==> config.mk <==
export PLATFORM = sky130hd
export DESIGN_NAME = fspa_ctrl
export DESIGN_NICKNAME = d
export VERILOG_FILES = /design/src/rtl/fspa_pkg.sv /design/src/rtl/fspa_ctrl.sv
export SDC_FILE = /design/constraint.sdc
export NUM_CORES = 1
export LEC_CHECK = 0
export BUFFER_PORTS_ARGS = -buffer_cell sky130_fd_sc_hd__clkbuf_2
export CAP_MARGIN = 20
export CORE_AREA = 2 2 39 41
export DETAILED_ROUTE_END_ITERATION = 8
export DIE_AREA = 0 0 41 43
export SLEW_MARGIN = 20
export SYNTH_ARGS = -nofsm -noshare
export SYNTH_HDL_FRONTEND = slang
export SYNTH_SLANG_ARGS = --single-unit
==> constraint.sdc <==
create_clock -name aclk -period 1.75 [get_ports aclk]
set_input_delay 0.2625 -clock aclk [delete_from_list [all_inputs] [get_ports aclk]]
set_output_delay 0.2625 -clock aclk [all_outputs]
set_load 0.02 [all_outputs]
==> src/rtl/fspa_pkg.sv <==
// Shared types, codes and constants for the fixed slot pool allocator.
package fspa_pkg;

    // Default pool size and fixed field widths
    localparam int SLOT_COUNT_DEF = 1024;
    localparam int SLOT_W         = 10;
    localparam int SLOT_MAX       = 1024;
    localparam int SIZE_W         = 13;
    localparam int BASE_W         = 32;
    localparam int LIMIT_W        = 11;
    localparam int ADDR_W         = 33;
    localparam int LINK_W         = 11;
    localparam int CFG_IDX_W      = 2;
    localparam int CFG_DATA_W     = 32;
    localparam int PROD_W         = SLOT_W + SIZE_W;

    // Request action codes
    localparam logic ACT_ALLOC = 1'b0;
    localparam logic ACT_FREE  = 1'b1;

    // Configuration register indexes
    localparam logic [CFG_IDX_W-1:0] CFG_SLOT_SIZE    = 2'd0;
    localparam logic [CFG_IDX_W-1:0] CFG_BASE_ADDRESS = 2'd1;
    localparam logic [CFG_IDX_W-1:0] CFG_SLOTS_IN_USE = 2'd2;

    // Configuration reset values
    localparam logic [SIZE_W-1:0]  SLOT_SIZE_RST    = 13'd8;
    localparam logic [BASE_W-1:0]  BASE_ADDRESS_RST = 32'd0;
    localparam logic [LIMIT_W-1:0] SLOTS_IN_USE_RST = 11'd1024;

    // Result status codes
    typedef enum logic [1:0] {
        STATUS_DONE = 2'd0,
        STATUS_OOM  = 2'd1,
        STATUS_NULL = 2'd2
    } status_t;

    // Commands from the controller to the datapath
    typedef struct packed {
        logic accept;   // take the request word on the input ports
        logic finish;   // complete the request and load the result word
    } cmd_t;

endpackage

==> src/rtl/fspa_ctrl.sv <==
// Request sequencer: handshakes, two-state controller and result valid flag.
module fspa_ctrl
    import fspa_pkg::*;
(
    input  logic aclk,
    input  logic aresetn,
    input  logic s_valid,
    output logic s_ready,
    output logic m_valid,
    input  logic m_ready,
    output cmd_t cmd
);

    typedef enum logic [1:0] {
        ST_IDLE   = 2'b01,
        ST_FINISH = 2'b10
    } state_t;

    state_t state_reg, state_next;
    logic   m_valid_reg, m_valid_next;

    // Accept only in idle; finish once the result register is free
    assign s_ready    = (state_reg == ST_IDLE);
    assign cmd.accept = s_valid && s_ready;
    assign cmd.finish = (state_reg == ST_FINISH) && (!m_valid_reg || m_ready);
    assign m_valid    = m_valid_reg;

    // Next state
    always_comb begin
        state_next = state_reg;
        case (state_reg)
            ST_IDLE: begin
                if (cmd.accept) begin
                    state_next = ST_FINISH;
                end
            end
            ST_FINISH: begin
                if (cmd.finish) begin
                    state_next = ST_IDLE;
                end
            end
            default: state_next = ST_IDLE;
        endcase
    end

    // Result word valid flag
    always_comb begin
        m_valid_next = m_valid_reg;
        if (cmd.finish) begin
            m_valid_next = 1'b1;
        end else if (m_ready) begin
            m_valid_next = 1'b0;
        end
    end

    always_ff @(posedge aclk) begin
        if (!aresetn) begin
            state_reg   <= ST_IDLE;
            m_valid_reg <= 1'b0;
        end else begin
            state_reg   <= state_next;
            m_valid_reg <= m_valid_next;
        end
    end

    // Each accepted word moves the controller to the finish state
    a_accept_to_finish: assert property (@(posedge aclk) disable iff (!aresetn)
        cmd.accept |=> (state_reg == ST_FINISH))
        else $error("accepted word did not move the controller to finish");

    a_finish_sets_valid: assert property (@(posedge aclk) disable iff (!aresetn)
        cmd.finish |=> m_valid_reg)
        else $error("finish did not present a result word");

    a_no_overlap: assert property (@(posedge aclk) disable iff (!aresetn)
        !(cmd.accept && cmd.finish))
        else $error("accept and finish in the same cycle");

endmodule

==> results.txt <==
----------------------------------------------------
[Drt]
  Detail-routed via count per cell ... 3.13
  Routed WL ... 272 um
  Iteration-0 DRC count of the detailed router ... 0
  Count of antenna-violating nets left after detailed routing ... 0
  First-pass iteration count of the detailed router ... 1
  Total vias in the final route ... 122
  Routed wire per std cell ... 6.97 um
  Remaining design rule violation count ... 0

[Floorplanning]
  Cell Rows ... 14
  Die Area ... 1760 um^2
  Die boundary height ... 43 um
  Effective utilization at floorplan ... 0.0967
  Core Footprint ... about 1400 um^2
  I/O pin total ... 8
  Width of the die ... ~41 um

[Timing]
  Setup TNS ... 0 ns
  Final cycle utilization of the critical path ... 0.719
  Clock period minus worst slack ... 1.26 ns
  Final number of max-transition violations ... 0
  Clock tree skew after final layout ... around 0.00029 ns
  Setup slack after layout ... roughly 0.49 ns
  Maximum frequency from static timing analysis ... between 700 and 800 MHz
  Max transition margin ... 0.921
  Transition time of the tightest slew-check pin ... 0.118 ns
  Final setup violation count ... 0
  Final Hold Violating Endpoints ... 0
  RSZ-0062 raised after global routing ... false

[Clock network]
  Worst-skew pair later-pin latency ... 0.23 ns
  Clock Sinks ... 3
  TritonCTS Buffers ... 3
  Clock-pin slew of the registers on the worst-case setup and hold paths ... 0.04 ns
  Worst-case clock buffer depth ... 2
  CTS tree ... done
  Max H-tree Level ... 1
  Hold buffer count at CTS ... 0
  CTS root buf ... sky130_fd_sc_hd__clkbuf_4
  Number of instances resized during post-cts repair ... 0
  Count of buffers added by post-CTS timing repair for setup ... 0

[Critical path]
  Worst reg2reg startpoint ... state_reg[1]
  Worst flop-to-flop path endpoint ... state_reg[1]
  Worst EP arrival ... 1.00 ns
  Kind of capture point of the worst setup path ... primary output
  Number of cells traversed by the worst register-to-register path ... 2
  CP Class ... flip-flop to primary output
  Setup slack of the worst register-to-register path ... 0.91 ns
  Biggest fanout along the worst timing path ... 4
  Startpoint class of the critical path ... flip-flop
  Data required time at the worst endpoint ... between 1 and 1.5 ns

[Final layout]
  Net count reported at finish ... 28
  Largest register FFs ... 2
  Area added between synthesis and finish ... 55.1%
  Final non-filler cell area ... slightly above 200 um^2
  Post-route core utilization ... 0.150
  Count of non-filler cells in the finished layout ... 39
  Fraction of final layout cells sized beyond drive strength 1 ... 0.435
  Diode insertion count for antenna repair ... 0

[Global route]
  Total global routing overflow ... 0
  Number of global-route vias before repair ... 90
  Number of antenna violations at the first check in global routing ... 0
  Overall track demand over capacity in global routing ... 0.0461
  Pin count of the biggest net entering global routing ... 5
  Global-route wire length before repair ... 379 um

[Synthesis]
  Sequential area share after synthesis ... 0.449
  Syn Std Cell Area ... 134 um^2
  Distinct cells, synth ... 9
  Post-synthesis instance total ... 13
  Syn Area/Cell ... 10.3 um^2
  Synthesis Warnings ... 0
  Number of flip-flops and latches in the synthesized netlist ... 3
  Mapped Nets ... 17

[Placed design]
  Final weighted congestion in routability-driven placement ... a little over 0.5
  Post-detailed-placement half-perimeter wirelength ... between 200 and 250 um
  Setup slack after placement ... around 0.71 ns
  I/O Buffers ... 7
  Count of placed standard cells including taps ... 35
  Placed inst area ... 181 um^2

[Job]
  Count of maximum capacitance violations ... 0

[Status]
  Outcome ... finished clean

[Hold path]
  Classification of the worst-slack hold path ... primary input to flip-flop
  Worst Hold Depth ... 2
  Hold endpoint ... state_reg[0]
  Hold path startpoint ... aresetn

[Power]
  LEAKAGE ... 0.0945 nW
  IR Drop Worst-Case VDD ... 0.127 mV
  P per Cell Area ... between 1000 and 1500 nW/um^2

----------------------------------------------------
-- final cells by class --
class / instances / area [um^2]
Sequential cell: 3 / 60.1
Timing Repair Buffer: 7 / 35.0
Tap cell: 16 / 20.0
Clock buffer: 4 / 26.3
Fill cell: 168 / 1180
Multi-Input combinational cell: 9 / 66.3
-- cell usage in the layout, fill, tap and decap left out --
| cell type | instances |
|---|---|
| sky130_fd_sc_hd__nor2b_1 | 2 |
| sky130_fd_sc_hd__clkbuf_2 | 7 |
| sky130_fd_sc_hd__o21a_1 | 1 |
| sky130_fd_sc_hd__and4bb_1 | 1 |
| sky130_fd_sc_hd__nand2b_1 | 2 |
| sky130_fd_sc_hd__o21ai_1 | 1 |
| sky130_fd_sc_hd__a21boi_1 | 1 |
| sky130_fd_sc_hd__clkbuf_1 | 1 |
| sky130_fd_sc_hd__and3b_1 | 1 |
| sky130_fd_sc_hd__clkbuf_4 | 3 |
| sky130_fd_sc_hd__dfxtp_1 | 3 |
-- synth_stat cells --
master | n | share of area
sky130_fd_sc_hd__dfxtp_1 | 3 | 0.45
sky130_fd_sc_hd__buf_4 | 1 | 0.056
sky130_fd_sc_hd__o21ai_1 | 1 | 0.037
sky130_fd_sc_hd__o21a_1 | 1 | 0.056
sky130_fd_sc_hd__and4bb_1 | 1 | 0.093
sky130_fd_sc_hd__nor2b_1 | 2 | 0.093
sky130_fd_sc_hd__nand2b_1 | 2 | 0.093
sky130_fd_sc_hd__a21boi_1 | 1 | 0.056
sky130_fd_sc_hd__and3b_1 | 1 | 0.065
-- power by group --
group / total [mW] / switching, mW / internal [mW]
logic: 0.0239 / 0.0129 / 0.0111
clock network: 0.122 / 0.0364 / 0.0855
registers: 0.0745 / 0.00240 / 0.0721
total: 0.220 / 0.0517 / 0.169
-- worst max path at each step --
stage	from	end	slack (ns)	cells past startpoint
6_report	state_reg[1]	cmd[1]	0.49	2
3_5_place_dp	m_ready	cmd[0]	0.71	4
3_3_place_gp	m_ready	cmd[0]	0.72	4
2_1_floorplan	m_valid	cmd[0]	0.70	3
5_1_grt	state_reg[0]	cmd[0]	0.43	3
4_1_cts	state_reg[1]	cmd[1]	0.48	2
-- critical path: stages, from the launching register on --
cell and delay (ns):
sky130_fd_sc_hd__dfxtp_1 0.32, sky130_fd_sc_hd__and3b_1 0.26, sky130_fd_sc_hd__clkbuf_2 0.18
-- through the flow --
| step | hold WS [ns] | total power [mW] |
|---|---|---|
| after global placement | 0.464 | 0.0994 |
| final | 0.228 | 0.220 |
| after detailed placement | 0.474 | 0.100 |
| after CTS | 0.228 | 0.228 |
| after global routing | 0.238 | 0.236 |
| after floorplan | 0.342 | 0.0905 |
-- metal layers --
layer  global-route usage  vias to the layer above  part of all wire  routed length, um
met5                    0                        -                 0                  0
met4               0.0800                        0             0.051                 14
met3               0.0628                        2              0.18                 48
met2               0.0406                        8              0.40                110
met1               0.0288                       47              0.36                 98
li1                     -                       65                 -                  -
-- cells by family after synthesis --
kind of cell	share of synthesized area
and+or+nand+nor	0.346
DFF	0.449
AOI/OAI and AO/OA	0.150
buffers and inverters	0.0561
Power figures use the tool's default switching activity.
